===== src/sv/hrwe_pkg.sv =====
// Shared types and codes for the history ring window extreme unit.
`default_nettype none

package hrwe_pkg;

    // Width of the fixed fields of an input or output word.
    localparam int MODE_BITS = 2;
    localparam int POS_BITS  = 6;

    // Mode codes carried in the input tuser.
    localparam logic [MODE_BITS-1:0] MODE_PUSH_NEW = 2'd0;
    localparam logic [MODE_BITS-1:0] MODE_PUSH_OLD = 2'd1;
    localparam logic [MODE_BITS-1:0] MODE_QUERY    = 2'd2;

    // Depth of the command queue between front and back (a power of two).
    localparam int QUEUE_DEPTH = 2;

    // Operations passed from the front to the back.
    typedef enum logic [1:0] {
        OP_PUSH_NEW,
        OP_PUSH_OLD,
        OP_QUERY
    } t_op;

    // Back-end sequencer states.
    typedef enum logic [2:0] {
        ST_INIT,
        ST_IDLE,
        ST_SCAN,
        ST_DRAIN,
        ST_RESULT
    } t_state;

endpackage

`default_nettype wire


===== src/sv/hrwe_ram.sv =====
// Generic simple dual-port RAM with one write port and a registered read port.
`default_nettype none

module hrwe_ram #(
    parameter int WIDTH = 16,
    parameter int DEPTH = 64,
    localparam int AW = $clog2(DEPTH)
) (
    input  wire logic             i_clk,
    input  wire logic             i_we,
    input  wire logic [AW-1:0]    i_waddr,
    input  wire logic [WIDTH-1:0] i_wdata,
    input  wire logic             i_re,
    input  wire logic [AW-1:0]    i_raddr,
    output logic      [WIDTH-1:0] o_rdata
);

    logic [WIDTH-1:0] r_mem [DEPTH];
    logic [WIDTH-1:0] r_rdata;

    // Write port.
    always_ff @(posedge i_clk) begin
        if (i_we) begin
            r_mem[i_waddr] <= i_wdata;
        end
    end

    // Registered read port.
    always_ff @(posedge i_clk) begin
        if (i_re) begin
            r_rdata <= r_mem[i_raddr];
        end
    end

    assign o_rdata = r_rdata;

endmodule

`default_nettype wire


===== src/sv/hrwe_front.sv =====
// Front end: accepts input words, decodes the mode, clips the query window and queues commands.
`default_nettype none

module hrwe_front import hrwe_pkg::*; #(
    parameter int DEPTH       = 64,
    parameter int SAMPLE_BITS = 16,
    localparam int AW = $clog2(DEPTH),
    localparam int IW = ((SAMPLE_BITS + 2 * POS_BITS + 1 + 7) / 8) * 8
) (
    input  wire logic                          i_clk,
    input  wire logic                          i_rst_n,
    input  wire logic                          i_enable,
    input  wire logic                          i_s_tvalid,
    output logic                               o_s_tready,
    input  wire logic [IW-1:0]                 i_s_tdata,
    input  wire logic [MODE_BITS-1:0]          i_s_tuser,
    output logic                               o_cmd_valid,
    input  wire logic                          i_cmd_ready,
    output t_op                                o_cmd_op,
    output logic signed [SAMPLE_BITS-1:0]      o_cmd_sample,
    output logic [AW-1:0]                      o_cmd_lo,
    output logic [AW-1:0]                      o_cmd_hi,
    output logic                               o_cmd_want_min
);

    localparam int LW  = ((AW > POS_BITS) ? AW : POS_BITS) + 1;
    localparam int QAW = (QUEUE_DEPTH > 1) ? $clog2(QUEUE_DEPTH) : 1;
    localparam int CW  = $clog2(QUEUE_DEPTH + 1);

    // Input word fields.
    logic signed [SAMPLE_BITS-1:0] w_sample;
    logic [POS_BITS-1:0]           w_position;
    logic [POS_BITS-1:0]           w_half_width;
    logic                          w_want_min;

    assign w_sample     = $signed(i_s_tdata[SAMPLE_BITS-1:0]);
    assign w_position   = i_s_tdata[SAMPLE_BITS+POS_BITS-1:SAMPLE_BITS];
    assign w_half_width = i_s_tdata[SAMPLE_BITS+2*POS_BITS-1:SAMPLE_BITS+POS_BITS];
    assign w_want_min   = i_s_tdata[SAMPLE_BITS+2*POS_BITS];

    // Command queue storage.
    t_op                           r_q_op       [QUEUE_DEPTH];
    logic signed [SAMPLE_BITS-1:0] r_q_sample   [QUEUE_DEPTH];
    logic [AW-1:0]                 r_q_lo       [QUEUE_DEPTH];
    logic [AW-1:0]                 r_q_hi       [QUEUE_DEPTH];
    logic                          r_q_want_min [QUEUE_DEPTH];
    logic [QAW-1:0]                r_wr_ptr;
    logic [QAW-1:0]                r_rd_ptr;
    logic [CW-1:0]                 r_count;

    logic w_accept;
    logic w_keep;
    logic w_push;
    logic w_pop;
    t_op  w_op;

    // Decode the mode; the unused code is accepted and dropped.
    always_comb begin
        w_keep = 1'b1;
        w_op   = OP_QUERY;
        unique case (i_s_tuser)
            MODE_PUSH_NEW: w_op = OP_PUSH_NEW;
            MODE_PUSH_OLD: w_op = OP_PUSH_OLD;
            MODE_QUERY:    w_op = OP_QUERY;
            default:       w_keep = 1'b0;
        endcase
    end

    // Window clipping: centre saturates at the newest entry, ends saturate at the history.
    logic [LW-1:0] w_centre;
    logic [LW-1:0] w_reach;
    logic [LW-1:0] w_sum;
    logic [LW-1:0] w_lo;
    logic [LW-1:0] w_hi;

    always_comb begin
        w_centre = LW'(w_position);
        if (w_centre > LW'(DEPTH - 1)) begin
            w_centre = LW'(DEPTH - 1);
        end
        w_reach = LW'(w_half_width);
        w_lo    = (w_centre > w_reach) ? (w_centre - w_reach) : '0;
        w_sum   = w_centre + w_reach;
        w_hi    = (w_sum > LW'(DEPTH - 1)) ? LW'(DEPTH - 1) : w_sum;
    end

    // Handshakes.
    assign o_s_tready  = i_enable && (r_count != CW'(QUEUE_DEPTH));
    assign w_accept    = i_s_tvalid && o_s_tready;
    assign w_push      = w_accept && w_keep;
    assign o_cmd_valid = (r_count != '0);
    assign w_pop       = o_cmd_valid && i_cmd_ready;

    // Queue payload.
    always_ff @(posedge i_clk) begin
        if (w_push) begin
            r_q_op[r_wr_ptr]       <= w_op;
            r_q_sample[r_wr_ptr]   <= w_sample;
            r_q_lo[r_wr_ptr]       <= AW'(w_lo);
            r_q_hi[r_wr_ptr]       <= AW'(w_hi);
            r_q_want_min[r_wr_ptr] <= w_want_min;
        end
    end

    // Queue pointers and fill count.
    always_ff @(posedge i_clk) begin
        if (!i_rst_n) begin
            r_wr_ptr <= '0;
            r_rd_ptr <= '0;
            r_count  <= '0;
        end else begin
            if (w_push) begin
                r_wr_ptr <= r_wr_ptr + 1'b1;
            end
            if (w_pop) begin
                r_rd_ptr <= r_rd_ptr + 1'b1;
            end
            if (w_push && !w_pop) begin
                r_count <= r_count + 1'b1;
            end else if (w_pop && !w_push) begin
                r_count <= r_count - 1'b1;
            end
        end
    end

    assign o_cmd_op       = r_q_op[r_rd_ptr];
    assign o_cmd_sample   = r_q_sample[r_rd_ptr];
    assign o_cmd_lo       = r_q_lo[r_rd_ptr];
    assign o_cmd_hi       = r_q_hi[r_rd_ptr];
    assign o_cmd_want_min = r_q_want_min[r_rd_ptr];

endmodule

`default_nettype wire


===== src/sv/hrwe_back.sv =====
// Back end: owns the sample ring, runs pushes and window scans, and holds the output register.
`default_nettype none

module hrwe_back import hrwe_pkg::*; #(
    parameter int DEPTH       = 64,
    parameter int SAMPLE_BITS = 16,
    localparam int AW = $clog2(DEPTH)
) (
    input  wire logic                          i_clk,
    input  wire logic                          i_rst_n,
    output logic                               o_init_done,
    input  wire logic                          i_cmd_valid,
    output logic                               o_cmd_ready,
    input  wire t_op                           i_cmd_op,
    input  wire logic signed [SAMPLE_BITS-1:0] i_cmd_sample,
    input  wire logic [AW-1:0]                 i_cmd_lo,
    input  wire logic [AW-1:0]                 i_cmd_hi,
    input  wire logic                          i_cmd_want_min,
    output logic                               o_m_tvalid,
    input  wire logic                          i_m_tready,
    output logic signed [SAMPLE_BITS-1:0]      o_m_value,
    output logic [POS_BITS-1:0]                o_m_pos
);

    t_state                        r_state;
    t_state                        n_state;
    logic [AW-1:0]                 r_oldest;
    logic [AW-1:0]                 n_oldest;
    logic [AW-1:0]                 r_init_idx;
    logic [AW-1:0]                 r_k;
    logic [AW-1:0]                 r_hi;
    logic                          r_want_min;
    logic                          r_first;
    logic                          r_rd_vld;
    logic [AW-1:0]                 r_rd_pos;
    logic signed [SAMPLE_BITS-1:0] r_best_val;
    logic [AW-1:0]                 r_best_pos;
    logic                          r_o_valid;
    logic signed [SAMPLE_BITS-1:0] r_o_value;
    logic [AW-1:0]                 r_o_pos;

    logic                   w_we;
    logic [AW-1:0]          w_waddr;
    logic [SAMPLE_BITS-1:0] w_wdata;
    logic                   w_issue;
    logic                   w_start;
    logic                   w_load_out;
    logic [AW-1:0]          w_raddr;
    logic [AW-1:0]          w_inc;
    logic [AW-1:0]          w_dec;
    logic [AW:0]            w_phys;
    logic [SAMPLE_BITS-1:0] w_rdata;

    // Ring pointer neighbors.
    assign w_inc = (r_oldest == AW'(DEPTH - 1)) ? '0 : (r_oldest + 1'b1);
    assign w_dec = (r_oldest == '0) ? AW'(DEPTH - 1) : (r_oldest - 1'b1);

    // Logical to physical index of the scanned entry.
    always_comb begin
        w_phys = {1'b0, r_oldest} + {1'b0, r_k};
        if (w_phys >= (AW + 1)'(DEPTH)) begin
            w_phys = w_phys - (AW + 1)'(DEPTH);
        end
        w_raddr = w_phys[AW-1:0];
    end

    // Sequencer: next state and control.
    always_comb begin
        n_state     = r_state;
        n_oldest    = r_oldest;
        o_cmd_ready = 1'b0;
        w_we        = 1'b0;
        w_waddr     = r_oldest;
        w_wdata     = i_cmd_sample;
        w_issue     = 1'b0;
        w_start     = 1'b0;
        w_load_out  = 1'b0;
        unique case (r_state)
            ST_INIT: begin
                w_we    = 1'b1;
                w_waddr = r_init_idx;
                w_wdata = SAMPLE_BITS'(r_init_idx);
                if (r_init_idx == AW'(DEPTH - 1)) begin
                    n_state = ST_IDLE;
                end
            end
            ST_IDLE: begin
                o_cmd_ready = 1'b1;
                if (i_cmd_valid) begin
                    unique case (i_cmd_op)
                        OP_PUSH_NEW: begin
                            w_we     = 1'b1;
                            w_waddr  = r_oldest;
                            n_oldest = w_inc;
                        end
                        OP_PUSH_OLD: begin
                            w_we     = 1'b1;
                            w_waddr  = w_dec;
                            n_oldest = w_dec;
                        end
                        OP_QUERY: begin
                            w_start = 1'b1;
                            n_state = ST_SCAN;
                        end
                        default: ;
                    endcase
                end
            end
            ST_SCAN: begin
                w_issue = 1'b1;
                if (r_k == r_hi) begin
                    n_state = ST_DRAIN;
                end
            end
            ST_DRAIN: begin
                n_state = ST_RESULT;
            end
            ST_RESULT: begin
                if (!r_o_valid || i_m_tready) begin
                    w_load_out = 1'b1;
                    n_state    = ST_IDLE;
                end
            end
            default: n_state = ST_IDLE;
        endcase
    end

    // Control registers.
    always_ff @(posedge i_clk) begin
        if (!i_rst_n) begin
            r_state    <= ST_INIT;
            r_oldest   <= '0;
            r_init_idx <= '0;
            r_rd_vld   <= 1'b0;
            r_o_valid  <= 1'b0;
        end else begin
            r_state  <= n_state;
            r_oldest <= n_oldest;
            r_rd_vld <= w_issue;
            if (r_state == ST_INIT) begin
                r_init_idx <= r_init_idx + 1'b1;
            end
            if (w_load_out) begin
                r_o_valid <= 1'b1;
            end else if (i_m_tready) begin
                r_o_valid <= 1'b0;
            end
        end
    end

    // Scan index and window bounds.
    always_ff @(posedge i_clk) begin
        if (w_start) begin
            r_k        <= i_cmd_lo;
            r_hi       <= i_cmd_hi;
            r_want_min <= i_cmd_want_min;
        end else if (w_issue) begin
            r_k <= r_k + 1'b1;
        end
        if (w_issue) begin
            r_rd_pos <= r_k;
        end
    end

    // Running extreme; later entries win ties.
    logic signed [SAMPLE_BITS-1:0] w_rd_val;
    logic                          w_take;

    assign w_rd_val = $signed(w_rdata);
    assign w_take   = r_first || (r_want_min ? (w_rd_val <= r_best_val)
                                             : (w_rd_val >= r_best_val));

    always_ff @(posedge i_clk) begin
        if (w_start) begin
            r_first <= 1'b1;
        end else if (r_rd_vld) begin
            r_first <= 1'b0;
        end
        if (r_rd_vld && w_take) begin
            r_best_val <= w_rd_val;
            r_best_pos <= r_rd_pos;
        end
    end

    // Output register payload.
    always_ff @(posedge i_clk) begin
        if (w_load_out) begin
            r_o_value <= r_best_val;
            r_o_pos   <= r_best_pos;
        end
    end

    // Sample ring.
    hrwe_ram #(
        .WIDTH (SAMPLE_BITS),
        .DEPTH (DEPTH)
    ) u_ram (
        .i_clk   (i_clk),
        .i_we    (w_we),
        .i_waddr (w_waddr),
        .i_wdata (w_wdata),
        .i_re    (w_issue),
        .i_raddr (w_raddr),
        .o_rdata (w_rdata)
    );

    assign o_init_done = (r_state != ST_INIT);
    assign o_m_tvalid  = r_o_valid;
    assign o_m_value   = r_o_value;
    assign o_m_pos     = POS_BITS'(r_o_pos);

endmodule

`default_nettype wire


===== src/sv/history_ring_window_extreme_unit.sv =====
// Flow: a push word is queued, then written into the ring once the idle back end takes it; a
// query scans its clipped window (at most DEPTH entries) one ring entry per cycle through the
// single read port, then a drain and a result state load the output register. Throughput: one
// push per cycle while the back end is idle; a query only once the previous result is loaded.
// A two-word command queue lets input words be taken while a scan runs or a result waits.
// Reset: synchronous, active low; afterwards every entry i is written with i, tready held low.
`default_nettype none

module history_ring_window_extreme_unit import hrwe_pkg::*; #(
    parameter int DEPTH       = 64,
    parameter int SAMPLE_BITS = 16,
    localparam int IW = ((SAMPLE_BITS + 2 * POS_BITS + 1 + 7) / 8) * 8,
    localparam int OW = ((SAMPLE_BITS + POS_BITS + 7) / 8) * 8
) (
    input  wire logic                 i_clk,
    input  wire logic                 i_rst_n,
    input  wire logic                 i_s_tvalid,
    output logic                      o_s_tready,
    // sample, position, half_width, want_min, zero pad
    input  wire logic [IW-1:0]        i_s_tdata,
    // mode
    input  wire logic [MODE_BITS-1:0] i_s_tuser,
    output logic                      o_m_tvalid,
    input  wire logic                 i_m_tready,
    // extreme_value, extreme_position, zero pad
    output logic [OW-1:0]             o_m_tdata
);

    localparam int AW = $clog2(DEPTH);

    logic                          w_init_done;
    logic                          w_cmd_valid;
    logic                          w_cmd_ready;
    t_op                           w_cmd_op;
    logic signed [SAMPLE_BITS-1:0] w_cmd_sample;
    logic [AW-1:0]                 w_cmd_lo;
    logic [AW-1:0]                 w_cmd_hi;
    logic                          w_cmd_want_min;
    logic signed [SAMPLE_BITS-1:0] w_m_value;
    logic [POS_BITS-1:0]           w_m_pos;

    // Word intake and decode.
    hrwe_front #(
        .DEPTH       (DEPTH),
        .SAMPLE_BITS (SAMPLE_BITS)
    ) u_front (
        .i_clk          (i_clk),
        .i_rst_n        (i_rst_n),
        .i_enable       (w_init_done),
        .i_s_tvalid     (i_s_tvalid),
        .o_s_tready     (o_s_tready),
        .i_s_tdata      (i_s_tdata),
        .i_s_tuser      (i_s_tuser),
        .o_cmd_valid    (w_cmd_valid),
        .i_cmd_ready    (w_cmd_ready),
        .o_cmd_op       (w_cmd_op),
        .o_cmd_sample   (w_cmd_sample),
        .o_cmd_lo       (w_cmd_lo),
        .o_cmd_hi       (w_cmd_hi),
        .o_cmd_want_min (w_cmd_want_min)
    );

    // Ring storage and scan.
    hrwe_back #(
        .DEPTH       (DEPTH),
        .SAMPLE_BITS (SAMPLE_BITS)
    ) u_back (
        .i_clk          (i_clk),
        .i_rst_n        (i_rst_n),
        .o_init_done    (w_init_done),
        .i_cmd_valid    (w_cmd_valid),
        .o_cmd_ready    (w_cmd_ready),
        .i_cmd_op       (w_cmd_op),
        .i_cmd_sample   (w_cmd_sample),
        .i_cmd_lo       (w_cmd_lo),
        .i_cmd_hi       (w_cmd_hi),
        .i_cmd_want_min (w_cmd_want_min),
        .o_m_tvalid     (o_m_tvalid),
        .i_m_tready     (i_m_tready),
        .o_m_value      (w_m_value),
        .o_m_pos        (w_m_pos)
    );

    // Pack the result word.
    assign o_m_tdata = OW'({w_m_pos, w_m_value});

endmodule

`default_nettype wire


===== config.mk =====
export PLATFORM = sky130hd
export DESIGN_NAME = history_ring_window_extreme_unit
export DESIGN_NICKNAME = d
export VERILOG_FILES = /design/src/sv/hrwe_pkg.sv /design/src/sv/hrwe_ram.sv /design/src/sv/hrwe_front.sv /design/src/sv/hrwe_back.sv /design/src/sv/history_ring_window_extreme_unit.sv
export SDC_FILE = /design/constraint.sdc
export NUM_CORES = 1
export LEC_CHECK = 0
export ABC_CLOCK_PERIOD_IN_PS = 9820
export BUFFER_PORTS_ARGS = -buffer_cell sky130_fd_sc_hd__buf_2
export CORE_AREA = 8 8 332 334
export CTS_CLUSTER_DIAMETER = 40
export DETAILED_ROUTE_END_ITERATION = 6
export DIE_AREA = 0 0 340 342
export PLACE_DENSITY = 0.57
export SLEW_MARGIN = 40
export SYNTH_ARGS = -nofsm -noshare
export SYNTH_HDL_FRONTEND = slang
export SYNTH_SLANG_ARGS = --single-unit

===== constraint.sdc =====
create_clock -name i_clk -period 9.82 [get_ports i_clk]
set_input_delay 0.491 -clock i_clk [delete_from_list [all_inputs] [get_ports i_clk]]
set_output_delay 0.491 -clock i_clk [all_outputs]
set_load 0.05 [all_outputs]

==> results of run 1 <==
-- what timing repair did --
item | CTS | global route
hold buffers | 18 | 0
endpoints found under the hold margin | 36 | 0
endpoints found under the setup margin | 0 | 0
-- synthesized netlist by cell type (all sizes together) (12+ instances only) --
cell    number  area share [%]
edfxtp    1165              75
mux4       320              15
nor2       108            0.87
mux2i       75             1.6
buf         55            0.59
clkbuf      52            0.42
inv         42            0.34
ha          39             1.0
a21oi       35            0.38
nand2       29            0.23
o21ai       24            0.26
dfxtp       23            0.98
xnor2       22            0.41
and2        20            0.27
nand4       12            0.16
-- cells in the final DEF (no fill, tap or decap), drive strengths merged, types with 3 or more instances in the layout --
cell,n
a21boi,3
clkbuf,172
nand3,8
a31oi,8
or2,5
o31ai,4
ha,39
clkinvlp,10
clkinv,56
or3,5
nand4b,9
nand4,12
edfxtp,1165
dlygate4sd3,18
nor3b,5
a21o,7
mux2i,75
mux2,9
o21ai,24
a21oi,35
nand2,29
bufinv,21
nor3,7
nor2,108
dfxtp,23
nand2b,3
and3,9
xor2,7
nor2b,5
o21bai,5
inv,61
fa,3
mux4,320
or4b,5
buf,162
and2,20
a221oi,3
xnor2,22
-- final cells by class --
| cell class | count | area share [%] |
|---|---|---|
| diodes | 1 | 0.004554 |
| clock buffers | 172 | 7.252 |
| clock inverters | 106 | 2.254 |
| inverters | 42 | 0.2869 |
| multi-input cells | 818 | 20.10 |
| flip-flops and latches | 1188 | 64.50 |
| well taps | 1391 | 3.167 |
| repair buffers | 180 | 2.438 |
-- per-stage QoR --
step           hold WS, ns  power [uW]  cells  util, %
4_1_cts            0.05345       11420   3896    52.46
5_1_grt            0.08651       11630   3897    52.50
3_3_place_gp        0.4092        5773   3598    47.24
3_5_place_dp        0.4045        5782   3600    47.30
6_report            0.1121       11310   3898    52.50
2_1_floorplan       0.4003        5727   2155        -
-- flip-flops by register name (all words and copies together), names as in the netlist, 12 cells and up, named ones only --
name	cells
u_front.r_q_hi	12
u_back.u_ram.r_mem	1024
u_front.r_q_lo	12
u_back.o_m_value	16
u_back.u_ram.o_rdata	16
u_front.r_q_sample	32
u_back.r_best_val	16
-- logic make-up (layout without fill, tap and decap cells) --
family / after synthesis / after routing / synth area share [%]
buf+inv: 149 / 500 / 1.343
fa+ha+maj: 42 / 42 / 1.169
compound gates: 106 / 106 / 1.578
mux: 404 / 404 / 17.19
flops: 1188 / 1188 / 75.62
xor+xnor: 29 / 29 / 0.5419
simple gates: 235 / 235 / 2.547
other cells: 1 / 3 / 0.008001
-- worst min path at each step --
stage,endpoint,from,cells past startpoint
after CTS,u_back.o_m_tvalid,i_m_tready,3
after global routing,u_back.o_m_tvalid,i_m_tready,3
after global placement,u_back.o_m_pos[5],u_back.r_best_pos[5],0
after detailed placement,u_back.o_m_pos[3],u_back.r_best_pos[3],0
final,u_back.o_m_tvalid,i_m_tready,3
after floorplan,u_back.o_m_pos[0],u_back.r_best_pos[0],0
-- worst register-to-register path, delay by kind of cell (launching register included) --
family | cells | cell delay (ns)
muxes | 4 | 1.59
adders and majority gates | 2 | 1.38
buffers and inverters | 2 | 1.26
DFF | 1 | 0.59
-- layer usage --
| layer | wire (um) | global-route usage (%) |
|---|---|---|
| met5 | 0 | 0 |
| met4 | 2511 | 5.527 |
| met3 | 5810 | 3.118 |
| met2 | 52970 | 30.39 |
| met1 | 45030 | 24.61 |
-- power groups by stage --
| stage | clock [uW] | sequential (uW) | combinational (uW) |
|---|---|---|---|
| 2_1_floorplan | 0 | 5650 | 71.7 |
| 3_3_place_gp | 0 | 5650 | 120 |
| 3_5_place_dp | 0 | 5650 | 127 |
| 4_1_cts | 5740 | 5550 | 133 |
| 5_1_grt | 5940 | 5550 | 143 |
| 6_report | 5630 | 5550 | 132 |
==> flow_metrics.py, run 1 <==
metrics = {
    "job": {
        "cap_violations": 0,
    },
    "cells_and_area": {
        "nNetsFinal": 2462,
        "fillCellCount": 8108,
        "multi_input_area_mm2": 0.01105,
        "regArea_mm2": 0.03544,
        "design_area_mm2": 0.05495,
        "drive_gt1_share_pct": 31.25,
        "syn2layout_area_growth_pct": 17.24,
    },
    "grt": {
        "grt_pass1_wl_um": 155500,
        "antenna_found_initial": 1,
        "grt_max_degree": 133,
        "grt_pass1_vias": 23206,
        "overflow": 0,
        "track_usage_pct": 18.21,
    },
    "routing": {
        "antenna_left": 0,
        "wl_per_cell_um": 27.28,
        "first_iter_violations": 1906,
        "drc": 0,
        "num_vias": 22115,
        "routed_wl_um": 106300,
        "first_pass_iters": 5,
        "avgViaCountPerCell": 5.673,
    },
    "placed_design": {
        "hpwl_um": 58980,
        "port_buffers": 58,
        "placedInstanceArea_mm2": 0.04951,
        "place_congestion": 0.7793,
        "post-place-ws_ns": 4.750,
    },
    "yosys": {
        "synth_warnings": 0,
        "post_synth.cell_area_avg_um2": 21.76,
        "synth-seq-cells": 1188,
        "ys_seq_area_share_pct": 75.62,
        "synth_edf_count": 1165,
        "synthArstFlopShare_pct": 0,
        "synth.cell_area_mm2": 0.04687,
        "synthCells": 2154,
        "yosysUniqueCellTypes": 67,
        "ys.flop_type": "edfxtp_1",
    },
    "setup_path": {
        "cp.required_ns": 10.28,
        "crit_chain": "ha_4 > fa_4 > buf_4 > buf_6 > mux4_2 > mux4_2 > mux2i_1 > mux2i_1",
        "worstRegToRegCells": 8,
        "r2r_slack_ns": 4.76,
        "r2r_start": "u_back.r_k[0]",
        "critPathLaunchType": "register",
        "worstReg2RegEnd": "u_back.u_ram.o_rdata[10]",
        "cp-end-kind": "register",
        "critPathLaunch": "u_back.r_k[0]",
        "crit_fanout": 61,
        "crit_buf_inv": 2,
        "crit_path_max_incr_delay_ns": 1.12,
        "endpoint": "u_back.u_ram.o_rdata[10]",
        "slowest_stage": "fa_4",
        "path_depth": 8,
        "critical-path-top-delay-family": "multiplexers",
        "critical_path_arrival_ns": 5.53,
        "path_class": "register to register",
    },
    "sta": {
        "rsz0062_at_grt": "no",
        "slew_viol_final": 0,
        "slew_headroom_pct": 43.95,
        "fin_ws_ns": 4.758,
        "skew_ns": 0.02524,
        "fin_crit_ns": 5.062,
        "finalCritPeriodShare_pct": 51.55,
        "tightest_slew_ns": 0.8407,
        "fmax_mhz": 197.5,
        "fin_setup_tns_ns": 0,
        "finalSetupViolations": 0,
        "finalHoldViolations": 0,
    },
    "min_path": {
        "worstHoldPathType": "input port to register",
    },
    "pwr": {
        "sequentialPowerShare_pct": 49.1,
        "clockPowerShare_pct": 49.8,
        "switchingPower_uw": 2220,
        "irDropWorstVdd_mv": 0.1379,
        "p_leak_uw": 0.01798,
        "combPwrFrac_pct": 1.2,
        "p_sw_share_pct": 19.63,
        "intPower_uw": 9090,
        "p_per_area_mw_per_mm2": 205.8,
    },
    "die": {
        "dieWidth_um": 340,
        "die_h_um": 342,
        "floorplan.initialDensity_pct": 44.78,
        "core_area_mm2": 0.1047,
        "std_cell_rows": 119,
        "die_area_mm2": 0.1163,
        "io_pins": 64,
    },
    "clock_network": {
        "cts_root_buf": "clkbuf_16",
        "ctsHtreeMaxLevel": 4,
        "clkLatencyLatePin_ns": 0.73,
        "cts_setup_buffers": 0,
        "clk_pin_slew_ns": 0.06,
        "cts_tree": "built",
        "cts_resized": 0,
        "cts_made_buffers": 152,
        "cts_sinks": 1188,
        "clock_path_buffers": 3,
    },
    "outcome": {
        "status": "finished clean",
    },
}
(Power assumes the default switching activity.)
==> inputs of run 2 (changes only) <==
--- a/config.mk
+++ b/config.mk
@@ -5,13 +5,13 @@
 export SDC_FILE = /design/constraint.sdc
 export NUM_CORES = 1
 export LEC_CHECK = 0
-export ABC_CLOCK_PERIOD_IN_PS = 9820
+export ABC_CLOCK_PERIOD_IN_PS = 4400
 export BUFFER_PORTS_ARGS = -buffer_cell sky130_fd_sc_hd__buf_2
 export CORE_AREA = 8 8 332 334
 export CTS_CLUSTER_DIAMETER = 40
 export DETAILED_ROUTE_END_ITERATION = 6
 export DIE_AREA = 0 0 340 342
-export PLACE_DENSITY = 0.57
+export PLACE_DENSITY = 0.59
 export SLEW_MARGIN = 40
 export SYNTH_ARGS = -nofsm -noshare
 export SYNTH_HDL_FRONTEND = slang
==> constraint.sdc (replaced) <==
create_clock -name i_clk -period 4.4 [get_ports i_clk]
set_input_delay 0.22 -clock i_clk [delete_from_list [all_inputs] [get_ports i_clk]]
set_output_delay 0.22 -clock i_clk [all_outputs]
set_load 0.05 [all_outputs]
==> run 2 against run 1 <==
Sequential cell count did not move. Wire length rose by 1.6%. First-iteration DRC count rose by 1.3%. Worst hold slack got worse by 0.050 ns. Sequential power rose by 120%. Power rose by 120%. Combinational power rose by 140%. Non-clock buffer count rose by 58. Via count rose by 1.2%. Critical path depth did not move. Final area rose by 0.87%. Global-route usage rose by 0.31 points. Largest cell class unchanged.
==> flow_metrics.py, run 2 (synthesis gave the netlist of run 1 again) <==
metrics = {
    "outcome": {
        "status": "finished clean",
    },
    "pwr": {
        "intPower_uw": 20030,
        "switchingPower_uw": 4744,
        "combPwrFrac_pct": 1.3,
        "irDropWorstVdd_mv": 0.3021,
        "sequentialPowerShare_pct": 50.0,
        "p_per_area_mw_per_mm2": 447.0,
        "p_sw_share_pct": 19.15,
        "p_leak_uw": 0.01822,
        "clockPowerShare_pct": 48.7,
    },
    "sta": {
        "fin_crit_ns": 3.864,
        "fin_setup_tns_ns": 0,
        "finalCritPeriodShare_pct": 87.81,
        "finalSetupViolations": 0,
        "fmax_mhz": 258.8,
        "slew_headroom_pct": 45.58,
        "finalHoldViolations": 0,
        "rsz0062_at_grt": "no",
        "skew_ns": 0.02867,
        "tightest_slew_ns": 0.8144,
        "slew_viol_final": 0,
        "hold_slack_ns": 0.06245,
    },
    "die": {
        "std_cell_rows": 119,
        "die_area_mm2": 0.1163,
        "core_area_mm2": 0.1047,
        "die_h_um": 342,
        "dieWidth_um": 340,
        "io_pins": 64,
        "floorplan.initialDensity_pct": 44.78,
    },
    "clock_network": {
        "cts_root_buf": "clkbuf_16",
        "cts_tree": "built",
        "clock_path_buffers": 3,
        "ctsHtreeMaxLevel": 4,
        "cts_sinks": 1188,
        "cts_made_buffers": 144,
        "clkLatencyLatePin_ns": 0.73,
        "cts_setup_buffers": 0,
        "clk_pin_slew_ns": 0.05,
    },
    "routing": {
        "antenna_left": 0,
        "drc": 0,
        "wl_per_cell_um": 27.48,
        "first_iter_violations": 1930,
        "num_vias": 22376,
        "first_pass_iters": 5,
        "avgViaCountPerCell": 5.691,
        "routed_wl_um": 108100,
    },
    "setup_path": {
        "crit_path_max_incr_delay_ns": 0.80,
        "crit_fanout": 29,
        "crit_chain": "ha_4 > fa_4 > buf_12 > buf_12 > mux4_2 > mux4_2 > mux2i_1 > mux2i_1",
        "critPathLaunch": "u_back.r_oldest[0]",
        "critical_path_arrival_ns": 4.30,
        "r2r_start": "u_back.r_oldest[0]",
        "slowest_stage": "fa_4",
        "cp.required_ns": 4.84,
        "critPathLaunchType": "register",
        "cp-end-kind": "register",
        "critical-path-top-delay-family": "multiplexers",
        "path_class": "register to register",
        "crit_buf_inv": 2,
    },
    "cells_and_area": {
        "largest_reg_flops": 1024,
        "syn2layout_area_growth_pct": 18.27,
        "nNetsFinal": 2512,
        "layout_common_cells": "1165 x edfxtp_1, 320 x mux4_2, 152 x clkbuf_16",
        "layout_commonest_cell": "edfxtp_1",
        "regMostFlops": "u_back.u_ram.r_mem",
        "n_antenna_cell": 0,
        "largestRegisters": "u_back.u_ram.r_mem x1024, u_front.r_q_sample x32",
        "drive_gt1_share_pct": 32.31,
        "fillCellCount": 7987,
    },
    "min_path": {
        "hold_start": "i_s_tdata[21]",
        "worstHoldPathType": "input port to register",
    },
    "grt": {
        "grt_max_degree": 65,
        "grt_pass1_vias": 23397,
        "antenna_found_initial": 2,
        "overflow": 0,
        "grt_pass1_wl_um": 158400,
        "track_usage_pct": 18.52,
    },
    "placed_design": {
        "place_congestion": 0.7920,
        "hpwl_um": 63860,
        "port_buffers": 58,
    },
    "job": {
        "cap_violations": 0,
    },
}
-- run 2: changes by cell type in the layout (fill, tap and decap cells not counted), sizes merged --
cell | previous run | this run
clkbuf | 172 | 168
dlygate4sd3 | 18 | 26
clkinvlp | 10 | 11
diode | 1 | 0
clkinv | 56 | 42
inv | 61 | 55
buf | 162 | 212
-- run 2: metrics by stage --
step | total power (uW) | utilization (%) | std cells | setup WS [ns] | instance area, um^2
6_report | 24780 | 52.96 | 3932 | 0.5362 | 55430
5_1_grt | 25460 | 52.96 | 3932 | 0.4243 | 55430
4_1_cts | 25000 | 52.92 | 3929 | 0.5307 | 55390
3_5_place_dp | 12920 | 47.96 | 3648 | 0.5333 | 50200
3_3_place_gp | 12890 | 47.59 | 3629 | 0.5181 | 49810
2_1_floorplan | 12780 | - | 2155 | 0.03702 | 46880
-- run 2: layout make-up --
class	count	area [um^2]	area share, %
clock buffer	168	3874	6.988
tap	1391	1740	3.140
sequential	1188	35440	63.94
clock inverter	87	1059	1.910
timing repair buffer	238	2105	3.796
inverter	42	157.7	0.2844
multi-input combinational	818	11060	19.94
-- run 2: worst reg2reg max path, delay by kind of cell, from the launching register on --
family     cells  cell delay, ns
mux            4            1.58
buf+inv        2            0.49
fa+ha+maj      2            1.05
flops          1            0.46
-- run 2: power groups by stage --
stage	logic, uW	registers [uW]	clock network (uW)
floorplan	160	12600	0
global placement	278	12600	0
detailed placement	301	12600	0
CTS	319	12400	12300
global route	346	12400	12700
finish	320	12400	12100
-- run 2: final timing paths --
path | end | slack [ns] | cells after the start
worst max-delay path | u_back.u_ram.o_rdata[12] | 0.54 | 8
worst min-delay path | u_front.r_q_hi[1][4] | 0.06 | 4
worst max register to register | u_back.u_ram.o_rdata[12] | 0.54 | 8
worst min register to register | u_back.r_best_pos[2] | 0.41 | 0
-- run 2: timing repair --
action,CTS,global route
hold buffers,26,0
endpoints found under the hold margin,65,0
resized for setup,0,0
-- run 2: per-layer routing --
layer / up-vias / share of wire, % / global-route usage [%]
met1: 11925 / 42 / 25.06
met3: 167 / 5.3 / 2.958
met4: 0 / 2.8 / 5.835
met2: 724 / 50 / 30.93
li1: 9560 / - / -
met5: - / 0 / 0
